--- src/sv/sorted_word_table_lookup_defines.svh ---
// Assertion macros shared by the word table lookup block.
`ifndef SORTED_WORD_TABLE_LOOKUP_DEFINES_SVH
`define SORTED_WORD_TABLE_LOOKUP_DEFINES_SVH

// The condition must never hold outside reset.
`define SWTL_ASSERT_NEVER(label, clk, rst_n, cond, msg) \
  label: assert property (@(posedge clk) disable iff (!rst_n) !(cond)) else $error(msg);

// The consequent must hold in the same cycle as the antecedent.
`define SWTL_ASSERT_IMPL(label, clk, rst_n, ante, cons, msg) \
  label: assert property (@(posedge clk) disable iff (!rst_n) (ante) |-> (cons)) else $error(msg);

// The consequent must hold in the cycle after the antecedent.
`define SWTL_ASSERT_NEXT(label, clk, rst_n, ante, cons, msg) \
  label: assert property (@(posedge clk) disable iff (!rst_n) (ante) |=> (cons)) else $error(msg);

`endif

--- src/sv/swtl_ram.sv ---
`default_nettype none

module swtl_ram #(
  parameter int WIDTH = 8,
  parameter int DEPTH = 16
) (
  input  wire logic                     clk,
  input  wire logic                     wr_en,
  input  wire logic [$clog2(DEPTH)-1:0] wr_addr,
  input  wire logic [WIDTH-1:0]         wr_data,
  input  wire logic [$clog2(DEPTH)-1:0] rd_addr,
  output      logic [WIDTH-1:0]         rd_data
);

  logic [WIDTH-1:0] mem_r [DEPTH];
  logic [WIDTH-1:0] rd_data_r;

  always_ff @(posedge clk) begin
    if (wr_en) mem_r[wr_addr] <= wr_data;
    rd_data_r <= mem_r[rd_addr];
  end

  assign rd_data = rd_data_r;

endmodule

`default_nettype wire

--- config.mk ---
export PLATFORM = sky130hd
export DESIGN_NAME = swtl_ram
export DESIGN_NICKNAME = d
export VERILOG_FILES = /design/src/sv/sorted_word_table_lookup_defines.svh /design/src/sv/swtl_ram.sv
export SDC_FILE = /design/constraint.sdc
export NUM_CORES = 1
export LEC_CHECK = 0
export ABC_CLOCK_PERIOD_IN_PS = 1850
export CAP_MARGIN = 20
export CORE_MARGIN = 4
export CORE_UTILIZATION = 49
export DETAILED_ROUTE_END_ITERATION = 7
export DONT_BUFFER_PORTS = 1
export PLACE_DENSITY = 0.7
export SLEW_MARGIN = 20
export SYNTH_ARGS = -nofsm -noshare
export SYNTH_HDL_FRONTEND = slang
export SYNTH_SLANG_ARGS = --single-unit
--- constraint.sdc ---
create_clock -name clk -period 1.85 [get_ports clk]
set_input_delay 0.185 -clock clk [delete_from_list [all_inputs] [get_ports clk]]
set_output_delay 0.185 -clock clk [all_outputs]
set_load 0.005 [all_outputs]
; ---- Word-level counts from Yosys, hierarchy flattened
; Memories as Yosys holds them, arrays and structs flattened. A register that Yosys moved wholly into a read port is not among the register bits.
; Index checks and enable logic that the tools add are counted.
[totals]
elab_cells = 3
ram_bits = 128
memories = 1
register_bits = 0
[memory_table]
columns = memory, words, width, read_ports, rd_ports_with_merged_regs, write_ports, line
row1 = mem_r, 16, 8, 1, 1, 1, swtl_ram.sv:15  ; logic [WIDTH-1:0] mem_r [DEPTH];
[op_classes]
n_mux = 2
[op_table]
columns = cell, n
row1 = two-way mux 1 bit, 2

; ---- Logic depth before layout (Yosys ltp)
[logic_depth]
depth_word = 2
mapped_depth = 5
depth_no_buf = 3

; ---- Worst setup path after synthesis
; No wires, ideal clock.
[synth_timing]
path_type = input port to flip-flop
startpoint = input port wr_addr[2]
endpoint = memory mem_r[0][0] (enable)
path_stages = 2
path_slack_ps = 172
required_time_ps = 1467
n_path_buf = 0
arrival_time_ps = 1295
cell_sequence = or3b_2 nor3_1
[synth_rtl]
columns = item, line
row1 = start: declaration, swtl_ram.sv:9  ; input wire logic [$clog2(DEPTH)-1:0] wr_addr,
row2 = end: declaration, swtl_ram.sv:15
; No word-level cell before the write port.

==> reports/metrics.cfg <==
[run_status]
status = complete, no violations

[power]
pwr_density_cell_nw_per_um2 = 1180
p_leak_nw = 2.04
ir_drop_uv = 585

[synth]
synthesis.nets = 247
syn_inst = 229
syn_area_per_cell_um2 = 22.5
synth_cell_type_count = 19
ys_seq_area_frac = 0.778
synth_area_um2 = 5150
yosys_warnings = 0
synth_seq_cells = 136

[sta]
fin_crit_ns = 1.64
finalClockSkew_ns = 0.0115
holdWs_ns = 0.0252
grt_setup_unrepaired = no
slew_headroom = 0.414
setup_tns_ns = 0
fmax_mhz = 609
final_min_period_over_clock_period = 0.888
finalSetupViolations = 0
drv_slew = 0
hold_violations = 0
worst_pin_slew_ns = 0.875

[drt]
top_layer = met4
wl_um = 9740
drt_first_pass_iters = 4
routed_via_density = 5.67
wl_met1_um = 4000
drtIter0Drc = 180
wl_per_cell_um = 23.4
wl_met3_um = 873
drc_errors = 0
via_count = 2365
drtAntennaViolNets = 0
met2_length_um = 4770

[setup_path]
path_max_fanout = 17
r2r-start = mem_r[5][0]
endpoint_kind = flop
cp-startpoint = rd_addr[1]
cp-start-kind = primary input
crit_type = primary input to flop
worstPathCellList = dlygate4sd3_1 -> mux4_1 -> a22oi_1 -> nand2_1
required_ns = 2.25
critPathArrivalTime_ns = 2.04
cp_slowest_stage_delay_ns = 1.11
cpMaxStageDelayCell = dlygate4sd3_1

[clock_tree]
cts_tree = built
insertion_delay_ns = 0.52
cts-buffers-inserted = 17
cts-root-buf = clkbuf_8
clkTransAtPathRegs_ns = 0.06
cts.repair.resized = 0
cts_max_level = 4
cts.sinks = 136
cts_buffer_depth = 2

[placement]
io_buffers = 0
place_congestion = 0.708
dp_hpwl_um = 5730

[finish]
final_net_count = 286
register_area_um2 = 4000
multi_input_area_um2 = 1060
n_fill_cell = 741
antenna_cells = 0
synthToLayoutAreaGrowth_pct = 18.6
final_util = 0.594
drive_above_1_share = 0.231

[grt]
grt_antenna_before_repair = 0
grt_first_pass_wirelength_um = 15000
grt_overflow_total = 0
grt_max_degree = 31
grt_pass1_vias = 2476
track_usage = 0.173

[floorplanning]
die_area_um2 = 12200
die_w_um = 110
die_h_um = 110
io_pins = 26
rows = 37
core-area_um2 = 10300
initial_utilization = 0.501

[hold_path]
min_path_type = primary input to flop
hp-start = rd_addr[1]

[job]
cap_violations = 0

-- cell families (layout without fill, tap and decap cells) --
kind of cell           after synthesis  in the layout  synth area share
AO/OA/AOI/OAI                       16             16            0.0233
buffers and inverters               10             62            0.0168
flip-flops                         136            136             0.778
multiplexers                        32             32             0.150
AND/OR/NAND/NOR                     35             35            0.0318
-- where the power goes --
group / switching [mW] / internal (mW)
Sequential: 0.0256 / 3.45
Combinational: 0.134 / 0.122
Clock: 1.15 / 2.35
-- per-layer routing --
layer	up-vias	track usage
met1	1208	0.239
li1	1052	-
met5	-	0
met2	97	0.264
met4	0	0.0714
met3	8	0.0433
-- registers in the layout, indices dropped and copies added (netlist names) --
signal / flops
rd_data: 8
mem_r: 128
-- per-stage QoR --
| stage | setup WS, ns | instances | power [mW] | area, µm² |
|---|---|---|---|---|
| detailed placement | 0.460 | 374 | 3.73 | 5370 |
| global placement | 0.464 | 374 | 3.72 | 5370 |
| finish | 0.207 | 417 | 7.23 | 6100 |
| CTS | 0.194 | 417 | 7.30 | 6100 |
| floorplan | 0.172 | 229 | 3.70 | 5150 |
| global route | 0.0984 | 417 | 7.45 | 6100 |
-- critical path, delay by kind of cell --
family | cells | cell delay (ns)
AOI/OAI and AO/OA | 1 | 0.26
buffers and inverters | 1 | 1.11
muxes | 1 | 0.40
and+or+nand+nor | 1 | 0.08
-- synthesized netlist by cell type --
cell type | n | area (µm²)
a22oi_1 | 16 | 120
and2_1 | 1 | 6.26
and2b_1 | 1 | 7.51
buf_2 | 3 | 15.0
buf_4 | 1 | 7.51
buf_6 | 3 | 33.8
clkdlybuf4s25_2 | 3 | 30.0
dfxtp_1 | 8 | 160
edfxtp_1 | 128 | 3840
mux4_1 | 14 | 368
mux4_2 | 18 | 405
nand2_1 | 9 | 33.8
nand2b_1 | 2 | 12.5
nand3_1 | 1 | 5.00
nand3b_1 | 2 | 15.0
nor2_1 | 13 | 48.8
nor2b_1 | 1 | 6.26
nor3_1 | 4 | 20.0
or3b_2 | 1 | 8.76
-- cell usage in the layout, fill, tap and decap left out, types with 3 or more instances in the layout --
master,count
clkbuf_16,16
clkinv_2,3
nor2_1,13
a22oi_1,16
mux4_2,18
buf_4,19
bufinv_16,5
nand2_1,9
clkbuf_1,4
mux4_1,14
edfxtp_1,128
dfxtp_1,8
nor3_1,4
dlygate4sd3_1,11
-- final cells by class --
cell class / instances / area share
Timing Repair Buffer: 30 / 0.0414
Tap cell: 136 / 0.0279
Clock buffer: 22 / 0.0726
Multi-Input combinational cell: 83 / 0.173
Sequential cell: 136 / 0.656
Clock inverter: 10 / 0.0289
-- final timing paths --
| check | end | slack, ns | cells past startpoint |
|---|---|---|---|
| setup / recovery | rd_data[3] | 0.21 | 4 |
| hold / removal | rd_data[4] | 0.03 | 3 |
| setup reg to reg | rd_data[0] | 0.42 | 3 |
| hold reg to reg | rd_data[0] | 0.68 | 3 |
-- repair_timing --
action,4_1_cts,5_1_grt
hold endpoints to repair,135,0
setup buffers,0,0
hold buffers,11,0
No activity file was read; power rests on OpenSTA's default activity.
