`config.mk`:
```
export PLATFORM = sky130hd
export DESIGN_NAME = swtl_seq_flat
export DESIGN_NICKNAME = d
export VERILOG_FILES = /design/src/sv/sorted_word_table_lookup_defines.svh /design/src/sv/swtl_pkg.sv /design/src/sv/swtl_channel_if.sv /design/src/sv/swtl_seq.sv /design/src/flat_wrapper.sv
export SDC_FILE = /design/constraint.sdc
export NUM_CORES = 1
export LEC_CHECK = 0
export BUFFER_PORTS_ARGS = -buffer_cell sky130_fd_sc_hd__buf_2
export CAP_MARGIN = 40
export CORE_MARGIN = 1.5
export CORE_UTILIZATION = 55
export CTS_CLUSTER_SIZE = 10
export DETAILED_ROUTE_END_ITERATION = 12
export PLACE_DENSITY = 0.84
export SKIP_CTS_REPAIR_TIMING = 1
export SYNTH_ARGS = -nofsm -noshare
export SYNTH_HDL_FRONTEND = slang
export SYNTH_SLANG_ARGS = --single-unit
```
`constraint.sdc`:
```
create_clock -name clk -period 6.6 [get_ports clk]
set_input_delay 1.98 -clock clk [delete_from_list [all_inputs] [get_ports clk]]
set_output_delay 1.98 -clock clk [all_outputs]
set_load 0.03 [all_outputs]
```
`src/sv/sorted_word_table_lookup_defines.svh`:
```
// Assertion macros shared by the word table lookup block.
`ifndef SORTED_WORD_TABLE_LOOKUP_DEFINES_SVH
`define SORTED_WORD_TABLE_LOOKUP_DEFINES_SVH

// The condition must never hold outside reset.
`define SWTL_ASSERT_NEVER(label, clk, rst_n, cond, msg) \
  label: assert property (@(posedge clk) disable iff (!rst_n) !(cond)) else $error(msg);

// The consequent must hold in the same cycle as the antecedent.
`define SWTL_ASSERT_IMPL(label, clk, rst_n, ante, cons, msg) \
  label: assert property (@(posedge clk) disable iff (!rst_n) (ante) |-> (cons)) else $error(msg);

// The consequent must hold in the cycle after the antecedent.
`define SWTL_ASSERT_NEXT(label, clk, rst_n, ante, cons, msg) \
  label: assert property (@(posedge clk) disable iff (!rst_n) (ante) |=> (cons)) else $error(msg);

`endif

```
`src/sv/swtl_pkg.sv`:
```
`default_nettype none

package swtl_pkg;

  localparam int TABLE_DEPTH  = 512;
  localparam int WORD_BYTES   = 8;

  localparam int FUNC_W       = 1;
  localparam int IDX_W        = 9;
  localparam int CHARS_W      = 64;
  localparam int CODE_W       = 14;
  localparam int CLASS_W      = 4;
  localparam int CNT_W        = 10;
  localparam int CLASS_DIV    = 1000;

  localparam logic [FUNC_W-1:0] FUNC_LOAD   = 1'b0;
  localparam logic [FUNC_W-1:0] FUNC_LOOKUP = 1'b1;

  // Keeps the characters up to the first zero byte, within the first nbytes.
  function automatic logic [CHARS_W-1:0] norm_word(input logic [CHARS_W-1:0] w,
                                                   input int nbytes);
    logic [CHARS_W-1:0] r;
    logic               stop;
    r    = '0;
    stop = 1'b0;
    for (int i = 0; i < CHARS_W / 8; i++) begin
      if (i >= nbytes || w[CHARS_W-1-8*i -: 8] == 8'h00) stop = 1'b1;
      if (!stop) r[CHARS_W-1-8*i -: 8] = w[CHARS_W-1-8*i -: 8];
    end
    return r;
  endfunction

  // Lowest code of a class: a code is at or above class c when code >= c * 1000.
  function automatic logic [CODE_W-1:0] class_floor(input logic [CLASS_W-1:0] c);
    return CODE_W'(32'(c) * 32'(CLASS_DIV));
  endfunction

endpackage

`default_nettype wire

```
`src/sv/swtl_channel_if.sv`:
```
`default_nettype none

interface swtl_in_if;
  logic                            valid;
  logic                            ready;
  logic [swtl_pkg::FUNC_W-1:0]     func;
  logic [swtl_pkg::IDX_W-1:0]      entry_index;
  logic [swtl_pkg::CHARS_W-1:0]    word_chars;
  logic [swtl_pkg::CODE_W-1:0]     entry_code;
  logic [swtl_pkg::CLASS_W-1:0]    min_class;

  modport source (output valid, func, entry_index, word_chars, entry_code, min_class,
                  input ready);
  modport sink   (input valid, func, entry_index, word_chars, entry_code, min_class,
                  output ready);
endinterface

interface swtl_out_if;
  logic                            valid;
  logic                            ready;
  logic                            found;
  logic [swtl_pkg::CODE_W-1:0]     result_code;

  modport source (output valid, found, result_code, input ready);
  modport sink   (input valid, found, result_code, output ready);
endinterface

`default_nettype wire

```
`src/sv/swtl_seq.sv`:
```
`default_nettype none

module swtl_seq #(
  parameter int TABLE_DEPTH = swtl_pkg::TABLE_DEPTH,
  parameter int WORD_BYTES  = swtl_pkg::WORD_BYTES
) (
  input  wire logic                                               clk,
  input  wire logic                                               rst_n,
  input  wire logic [swtl_pkg::CNT_W-1:0]                         entries_used,
  swtl_in_if.sink                                                 in_ch,
  swtl_out_if.source                                              out_ch,
  output      logic                                               ram_wr_en,
  output      logic [$clog2(TABLE_DEPTH)-1:0]                     ram_wr_addr,
  output      logic [8*WORD_BYTES+swtl_pkg::CODE_W-1:0]           ram_wr_data,
  output      logic [$clog2(TABLE_DEPTH)-1:0]                     ram_rd_addr,
  input  wire logic [8*WORD_BYTES+swtl_pkg::CODE_W-1:0]           ram_rd_data
);

  localparam int IW     = $clog2(TABLE_DEPTH);
  localparam int WW     = 8 * WORD_BYTES;
  localparam int CODE_W = swtl_pkg::CODE_W;
  localparam int DW     = WW + CODE_W;
  localparam logic [IW:0] ONE_EXT = (IW + 1)'(1);

  typedef enum logic [2:0] {
    S_IDLE,
    S_SEARCH,
    S_NBR_LO,
    S_NBR_HI,
    S_SELECT,
    S_OUT
  } state_t;

  state_t                         state_r, state_nxt;
  logic [WW-1:0]                  word_r, word_nxt;
  logic [swtl_pkg::CLASS_W-1:0]   minc_r, minc_nxt;
  logic [IW-1:0]                  lo_r, lo_nxt;
  logic [IW-1:0]                  hi_r, hi_nxt;
  logic [IW-1:0]                  mid_r, mid_nxt;
  logic [IW-1:0]                  last_r, last_nxt;
  logic [IW-1:0]                  v1_r, v1_nxt;
  logic [CODE_W-1:0]              c1_r, c1_nxt;
  logic [CODE_W-1:0]              c2_r, c2_nxt;
  logic                           found_r, found_nxt;
  logic [CODE_W-1:0]              code_r, code_nxt;

  logic                           accept;
  logic [swtl_pkg::CHARS_W-1:0]   in_norm;
  logic [WW-1:0]                  in_word;
  logic                           cnt_clamp;
  logic                           tbl_empty;
  logic [IW-1:0]                  last_in;
  logic [WW-1:0]                  rd_word;
  logic [CODE_W-1:0]              rd_code;
  logic                           w_eq;
  logic                           w_lt;
  logic [IW-1:0]                  cand_l;
  logic [IW-1:0]                  cand_r;
  logic [CODE_W-1:0]              sel_lo;
  logic [CODE_W-1:0]              sel_hi;
  logic [CODE_W-1:0]              floor_code;

  assign accept   = in_ch.valid && in_ch.ready;
  assign in_norm  = swtl_pkg::norm_word(in_ch.word_chars, WORD_BYTES);
  assign in_word  = in_norm[swtl_pkg::CHARS_W-1 -: WW];

  // Searched count is entries_used, clamped to the table depth.
  assign cnt_clamp = 32'(entries_used) > 32'(TABLE_DEPTH);
  assign tbl_empty = entries_used == '0;
  assign last_in   = cnt_clamp ? IW'(TABLE_DEPTH - 1) : IW'(32'(entries_used) - 32'd1);

  assign ram_wr_en   = accept && in_ch.func == swtl_pkg::FUNC_LOAD &&
                       32'(in_ch.entry_index) < 32'(TABLE_DEPTH);
  assign ram_wr_addr = IW'(in_ch.entry_index);
  assign ram_wr_data = {in_word, in_ch.entry_code};

  assign rd_word = ram_rd_data[DW-1 -: WW];
  assign rd_code = ram_rd_data[CODE_W-1:0];

  // One shared comparator serves the probes and both neighbor checks.
  assign w_eq = word_r == rd_word;
  assign w_lt = word_r < rd_word;

  // Next midpoints for either outcome, prepared in parallel with the compare.
  assign cand_l = IW'(({1'b0, lo_r} + {1'b0, mid_r} - ONE_EXT) >> 1);
  assign cand_r = IW'(({1'b0, mid_r} + ONE_EXT + {1'b0, hi_r}) >> 1);

  assign sel_lo     = (c1_r > c2_r) ? c2_r : c1_r;
  assign sel_hi     = (c1_r > c2_r) ? c1_r : c2_r;
  assign floor_code = swtl_pkg::class_floor(minc_r);

  assign in_ch.ready        = state_r == S_IDLE;
  assign out_ch.valid       = state_r == S_OUT;
  assign out_ch.found       = found_r;
  assign out_ch.result_code = code_r;

  always_comb begin
    state_nxt   = state_r;
    word_nxt    = word_r;
    minc_nxt    = minc_r;
    lo_nxt      = lo_r;
    hi_nxt      = hi_r;
    mid_nxt     = mid_r;
    last_nxt    = last_r;
    v1_nxt      = v1_r;
    c1_nxt      = c1_r;
    c2_nxt      = c2_r;
    found_nxt   = found_r;
    code_nxt    = code_r;
    ram_rd_addr = mid_r;

    case (state_r)
      S_IDLE: begin
        ram_rd_addr = last_in >> 1;
        if (accept) begin
          if (in_ch.func == swtl_pkg::FUNC_LOAD) begin
            found_nxt = 1'b1;
            code_nxt  = '0;
            state_nxt = S_OUT;
          end else begin
            word_nxt = in_word;
            minc_nxt = in_ch.min_class;
            last_nxt = last_in;
            lo_nxt   = '0;
            hi_nxt   = last_in;
            mid_nxt  = last_in >> 1;
            if (tbl_empty) begin
              found_nxt = 1'b0;
              code_nxt  = '0;
              state_nxt = S_OUT;
            end else begin
              state_nxt = S_SEARCH;
            end
          end
        end
      end

      S_SEARCH: begin
        if (w_eq) begin
          v1_nxt = mid_r;
          c1_nxt = rd_code;
          if (mid_r != '0) begin
            ram_rd_addr = mid_r - IW'(1);
            state_nxt   = S_NBR_LO;
          end else if (mid_r != last_r) begin
            ram_rd_addr = mid_r + IW'(1);
            state_nxt   = S_NBR_HI;
          end else begin
            c2_nxt    = rd_code;
            state_nxt = S_SELECT;
          end
        end else if (w_lt) begin
          if (mid_r == lo_r) begin
            found_nxt = 1'b0;
            code_nxt  = '0;
            state_nxt = S_OUT;
          end else begin
            hi_nxt      = mid_r - IW'(1);
            mid_nxt     = cand_l;
            ram_rd_addr = cand_l;
          end
        end else begin
          if (mid_r == hi_r) begin
            found_nxt = 1'b0;
            code_nxt  = '0;
            state_nxt = S_OUT;
          end else begin
            lo_nxt      = mid_r + IW'(1);
            mid_nxt     = cand_r;
            ram_rd_addr = cand_r;
          end
        end
      end

      S_NBR_LO: begin
        if (w_eq) begin
          c2_nxt    = rd_code;
          state_nxt = S_SELECT;
        end else if (v1_r != last_r) begin
          ram_rd_addr = v1_r + IW'(1);
          state_nxt   = S_NBR_HI;
        end else begin
          c2_nxt    = c1_r;
          state_nxt = S_SELECT;
        end
      end

      S_NBR_HI: begin
        c2_nxt    = w_eq ? rd_code : c1_r;
        state_nxt = S_SELECT;
      end

      S_SELECT: begin
        if (sel_lo >= floor_code) begin
          found_nxt = 1'b1;
          code_nxt  = sel_lo;
        end else if (sel_hi >= floor_code) begin
          found_nxt = 1'b1;
          code_nxt  = sel_hi;
        end else begin
          found_nxt = 1'b0;
          code_nxt  = '0;
        end
        state_nxt = S_OUT;
      end

      S_OUT: begin
        if (out_ch.ready) state_nxt = S_IDLE;
      end

      default: begin
        state_nxt = S_IDLE;
      end
    endcase
  end

  always_ff @(posedge clk) begin
    if (!rst_n) begin
      state_r <= S_IDLE;
    end else begin
      state_r <= state_nxt;
    end
    word_r  <= word_nxt;
    minc_r  <= minc_nxt;
    lo_r    <= lo_nxt;
    hi_r    <= hi_nxt;
    mid_r   <= mid_nxt;
    last_r  <= last_nxt;
    v1_r    <= v1_nxt;
    c1_r    <= c1_nxt;
    c2_r    <= c2_nxt;
    found_r <= found_nxt;
    code_r  <= code_nxt;
  end

endmodule

`default_nettype wire

```
`src/flat_wrapper.sv`:
```
// flat-port wrapper written by rule: the top's interface ports become plain ports
module swtl_seq_flat 
#(
  parameter int TABLE_DEPTH = swtl_pkg::TABLE_DEPTH,
  parameter int WORD_BYTES  = swtl_pkg::WORD_BYTES
)
  (clk, rst_n, entries_used, ram_wr_en, ram_wr_addr, ram_wr_data, ram_rd_addr, ram_rd_data, in_ch_valid, in_ch_func, in_ch_entry_index, in_ch_word_chars, in_ch_entry_code, in_ch_min_class, in_ch_ready, out_ch_valid, out_ch_found, out_ch_result_code, out_ch_ready);
  swtl_in_if in_ch_i ();
  swtl_out_if out_ch_i ();
  input  wire logic clk;
  input  wire logic rst_n;
  input  wire logic [swtl_pkg::CNT_W-1:0] entries_used;
  output      logic ram_wr_en;
  output      logic [$clog2(TABLE_DEPTH)-1:0] ram_wr_addr;
  output      logic [8*WORD_BYTES+swtl_pkg::CODE_W-1:0] ram_wr_data;
  output      logic [$clog2(TABLE_DEPTH)-1:0] ram_rd_addr;
  input  wire logic [8*WORD_BYTES+swtl_pkg::CODE_W-1:0] ram_rd_data;
  input wire logic [$bits(in_ch_i.valid)-1:0] in_ch_valid;
  input wire logic [$bits(in_ch_i.func)-1:0] in_ch_func;
  input wire logic [$bits(in_ch_i.entry_index)-1:0] in_ch_entry_index;
  input wire logic [$bits(in_ch_i.word_chars)-1:0] in_ch_word_chars;
  input wire logic [$bits(in_ch_i.entry_code)-1:0] in_ch_entry_code;
  input wire logic [$bits(in_ch_i.min_class)-1:0] in_ch_min_class;
  output wire logic [$bits(in_ch_i.ready)-1:0] in_ch_ready;
  output wire logic [$bits(out_ch_i.valid)-1:0] out_ch_valid;
  output wire logic [$bits(out_ch_i.found)-1:0] out_ch_found;
  output wire logic [$bits(out_ch_i.result_code)-1:0] out_ch_result_code;
  input wire logic [$bits(out_ch_i.ready)-1:0] out_ch_ready;
  assign in_ch_i.valid = in_ch_valid;
  assign in_ch_i.func = in_ch_func;
  assign in_ch_i.entry_index = in_ch_entry_index;
  assign in_ch_i.word_chars = in_ch_word_chars;
  assign in_ch_i.entry_code = in_ch_entry_code;
  assign in_ch_i.min_class = in_ch_min_class;
  assign in_ch_ready = in_ch_i.ready;
  assign out_ch_valid = out_ch_i.valid;
  assign out_ch_found = out_ch_i.found;
  assign out_ch_result_code = out_ch_i.result_code;
  assign out_ch_i.ready = out_ch_ready;
  swtl_seq #(.TABLE_DEPTH(TABLE_DEPTH), .WORD_BYTES(WORD_BYTES)) u_core (.clk(clk), .rst_n(rst_n), .entries_used(entries_used), .in_ch(in_ch_i), .out_ch(out_ch_i), .ram_wr_en(ram_wr_en), .ram_wr_addr(ram_wr_addr), .ram_wr_data(ram_wr_data), .ram_rd_addr(ram_rd_addr), .ram_rd_data(ram_rd_data));
endmodule
```
== Word-level counts from Yosys, hierarchy flattened ==
Index checks and enable logic that the tools add are counted.
Cells by class
  add/sub/neg operators: 8
  multipliers: 1
  magnitude comparators: 5
  eq/ne operators: 27
  multiplexer cells: 84
  bitwise logic cells: 1
  reduce and logical (&&, ||, !) cells: 24
Operators with widths (count)
  $mux 14: 17
  $mux 9: 22
  $pmux 14 s3: 2
  $eq 64x64->1: 1
  $logic_not 8->1: 8
  $lt 64x64->1: 1
  $mux 8: 8
  $pmux 9 s2: 3
  $mux 3: 12
  $ge 14x14->1: 2
  $pmux 9 s3: 1
  $add 9x1->9 const B: 2
  $eq 9x9->1: 2
  $ne 9x9->1: 2
  $pmux 3 s6: 1
  $reduce_and 6->1: 3
  $sub 9x1->9 const B: 2
  $mux 1: 17
  $ne 2x2->1 const B: 8
  $gt 14x14->1: 1
  $mul 4x7->11 const B: 1
  $add 10x9->10: 1
  $add 9x1->10 const B: 1
  $add 9x9->10: 1
  23 further kinds: 31
Word-level totals
  register bits: 159
  input port bits: 184
  output and inout bits: 114
  logic and storage cells: 162

== Longest topological paths before layout ==
  word-level depth: 10
  depth in mapped cells: 23
  gate-level depth less buffers: 20

== Worst setup path after synthesis ==
No wires, ideal clock.
  path kind: in2out
  start: input port ram_rd_data[51] in the netlist's numbering
  end: output port ram_rd_addr[7]
  data arrival time: 4884 ps
  required time: 4620 ps
  path slack: -264 ps
  cell stages on the path: 12
  path buffers: 0
  cell sequence: inv_1 > ha_1 > a21o_1 > a21o_1 > a221oi_1 > o221ai_1 > o31ai_1 > nand3_2 > mux2i_1 > and2_1 > a221o_1 > o21ai_0
Between the ends
  longest elaborated chain between the ends: 4
  elaborated cells between the ends (all ways): 6
  classes of those cells: 1 x order compare; 1 x eq/ne; 4 x mux
RTL lines
  start, declared: RTL line flat_wrapper.sv:17  | input wire logic [8*WORD_BYTES+swtl_pkg::CODE_W-1:0] ram_rd_data;
  $lt 64x64->1: RTL line swtl_seq.sv:82  | assign w_lt = word_r < rd_word;
  $mux 9
  $mux 9: RTL line swtl_seq.sv:139  | if (w_eq) begin
  $pmux 9 s3 (*): RTL line swtl_seq.sv:112  | case (state_r)
  end, declared: RTL line flat_wrapper.sv:16  | output logic [$clog2(TABLE_DEPTH)-1:0] ram_rd_addr;
Mark *: on every way between the ends. The rest lies on a longest branch, timed or not.

== Worst setup path in the final report ==
  start: input port ram_rd_data[47] in the netlist's numbering
  end: output port ram_rd_addr[0]
Same word-level chain as after synthesis.

==> flow_summary_export.csv <==
group,metric,value,unit
critical_path,path_max_fanout,6,
placement,numPortBuffers,251,
clocking,clk_path_buf_depth,2,
timing,timing.hold.ws,0.667,ns
global_routing,track_usage,29.4,%
route,ant_nets,0,
floorplanning,io_pins,298,
layout,drive_gt1_share,29.1,%
clocking,cts_tree,"done",
timing,slew_headroom,30.8,%
synth,ys.flop_type,"edfxtp_1",
global_routing,grt_max_degree,49,
clocking,clock_sinks,159,
outcome,status,"complete, but fails checks",
layout,utilization,69.5,%
synth,synth_enable_flop_cells,156,
synth,syn_inst,1213,
critical_path,critical_path_class,"input port to output port",
synth,ys_warn_count,0,
timing,slew_viol_final,0,
route,wl,33800,µm
timing,max_freq,0.150,GHz
synth,ys_top_cells_by_area,"edfxtp_1 39%, ha_1 15%, inv_1 4.5%, and2_1 3.0%, a21oi_1 3.0%",
floorplanning,start_util,56.4,%
floorplanning,die_w,150,µm
placement,dp_hpwl,26600,µm
clocking,cts_made_buffers,17,
clocking,clk-insertion-delay-late,0.43,ns
timing,max_slew.worst_pin.slew,1.03,ns
floorplanning,core_area,21200,µm²
timing,period_share,101,%
timing,setup_tns,-0.235,ns
synth,synth_seq_cells,159,
global_routing,grt_pass1_vias,9892,
synth,ys_types,68,
synth,async_reset_ff_share,0,%
floorplanning,die_h,150,µm
critical_path,required,4.62,ns
critical_path,startpoint_type,"input port",
floorplanning,die_area,22600,µm²
synth,yosysTopAreaCell,"edfxtp_1",
worst_hold_path,min_to,"u_core.v1_r[3]",
synth,synth_area,11900,µm²
timing,post-route-min-period,6.68,ns
placement,place.gp.congestion,0.945,
critical_path,reg2reg_depth,21,
worst_hold_path,hold_depth,1,
clocking,htree_levels,4,
route,drtPass1Iterations,5,
power_and_ir_drop,ir_drop,155,µV
synth,syn_nets,1546,
route,wl_per_cell,19.0,µm
outcome,violations,"negative setup slack",
worst_hold_path,hold_path_class,"register to register",
run,maxCapViolations,0,
power_and_ir_drop,power.leakage,6.53,nW
floorplanning,rows,53,
timing,rsz0062_at_grt,"yes",
critical_path,r2r_start,"u_core.minc_r[2]",
route,vias,10501,
layout,num-fill-cells,1576,
layout,area_delta_synth_final,23.3,%
timing,setup_ws,-0.0784,ns
critical_path,rr_endpoint,"u_core.out_ch.result_code[0]",
layout,nNetsFinal,1828,
global_routing,antenna_found_initial,0,
critical_path,cp.arrival,4.70,ns
worst_hold_path,worstHoldStart,"u_core.mid_r[3]",
global_routing,grt_pass1_wl,51000,µm
route,drt_iter0_drc,782,
clocking,clk_pin_slew,0.07,ns
synth,avgSynthCellArea,9.84,µm²
route,drcViolationCount,0,
critical_path,r2r_slack,0.47,ns
clocking,cts_root_buffer,"clkbuf_16",
power_and_ir_drop,p_per_area,248,nW/µm²
synth,seq_area_frac_synth,39.8,%
placement,pre_cts_slack,-0.406,ns
global_routing,overflow,0,
power_and_ir_drop,total_power,3.65,mW
layout,final_cell_mix,"242 x buf_2, 156 x edfxtp_1, 139 x inv_1",
timing,hold_viol,0,
timing,finalSetupViolCount,5,
critical_path,critPathCaptureType,"output port",
synth,synth.top_cell.area_share,39.3,%
layout,final_common_cell,"buf_2",
timing,clock_skew,0.0130,ns
route,avgViaCountPerCell,5.89,
power by group:
| group | switching [mW] | leakage (nW) | total [mW] | internal, mW |
|---|---|---|---|---|
| combinational | 0.802 | 4.83 | 1.36 | 0.559 |
| sequential | 0.0518 | 1.42 | 1.27 | 1.22 |
| clock | 0.425 | 0.278 | 1.02 | 0.595 |
| total | 1.28 | 6.53 | 3.65 | 2.37 |
worst max-delay path, stage by stage:
cell,delay (ns)
buf_2,0.10
inv_2,0.06
ha_4,0.21
a21oi_4,0.16
o21ai_2,0.10
a221oi_2,0.34
o221ai_2,0.18
o31ai_2,0.32
nand3_4,0.16
mux2i_4,0.26
a222oi_1,0.50
o21ai_1,0.12
buf_4,0.19
cells in the mapped netlist, drive strengths merged, types with 10 or more instances:
cell type / number
nor2b: 11
inv: 143
mux2i: 18
nor4: 27
a21oi: 71
xor2: 20
xnor2: 38
a21o: 34
nand3: 19
ha: 140
mux2: 27
nor2: 86
nor3: 20
edfxtp: 156
buf: 27
and2: 59
o21ai: 66
clkbuf: 32
nand4: 31
a221oi: 11
nand2b: 10
nand2: 67
metrics by stage:
stage	cells	cell area, µm²
2_1_floorplan	1213	11900
3_3_place_gp	1742	13700
3_5_place_dp	1743	13700
4_1_cts	1775	14300
5_1_grt	1783	14700
6_report	1784	14700
registers in the layout (all words and copies together) (netlist names):
signal,count
u_core.v1_r,9
u_core.c1_r,14
u_core.minc_r,4
u_core.out_ch.result_code,14
u_core.out_ch.found,1
u_core.mid_r,9
u_core.state_r,3
u_core.hi_r,9
u_core.last_r,9
u_core.word_r,64
u_core.lo_r,9
u_core.c2_r,14
cell families (layout without fill, tap and decap cells):
| family | after synthesis | count (layout) | share of synthesized area [%] |
|---|---|---|---|
| AND/OR/NAND/NOR | 356 | 356 | 15.3 |
| AO/OA/AOI/OAI | 241 | 241 | 12.9 |
| buffers and inverters | 203 | 498 | 7.31 |
| flip-flops | 159 | 159 | 39.8 |
| adder cells (fa/ha/maj) | 151 | 151 | 16.4 |
| XOR/XNOR | 58 | 58 | 4.26 |
| multiplexers | 45 | 45 | 4.06 |
| other | 0 | 1 | 0 |
layer usage:
| metal | global-route usage [%] | up-vias | routed length, µm |
|---|---|---|---|
| met5 | 0 | - | 0 |
| met4 | 10.2 | 0 | 1140 |
| met3 | 5.15 | 85 | 2760 |
| met2 | 50.8 | 600 | 16700 |
| met1 | 37.1 | 4901 | 13200 |
| li1 | - | 4915 | - |
how the worst max path moves through the flow:
stage	startpoint	to	slack, ns	cells past startpoint
after detailed placement	ram_rd_data[47]	ram_rd_addr[7]	-0.41	14
final	ram_rd_data[47]	ram_rd_addr[0]	-0.08	13
after CTS	ram_rd_data[47]	ram_rd_addr[7]	-0.41	14
after floorplan	ram_rd_data[51]	ram_rd_addr[7]	-0.03	12
after global routing	ram_rd_data[60]	ram_rd_addr[0]	-0.20	14
after global placement	ram_rd_data[51]	ram_rd_addr[7]	-0.29	14
final cells by class:
cell class	count	area [µm²]	area share, %
Clock buffer	18	429	2.92
Sequential cell	159	4740	32.3
Tap cell	275	344	2.34
Timing Repair Buffer	322	1860	12.6
Antenna cell	1	2.50	0.0170
Multi-Input combinational cell	851	6620	45.0
Inverter	144	543	3.69
Clock inverter	14	164	1.11
(Power assumes the default switching activity.)
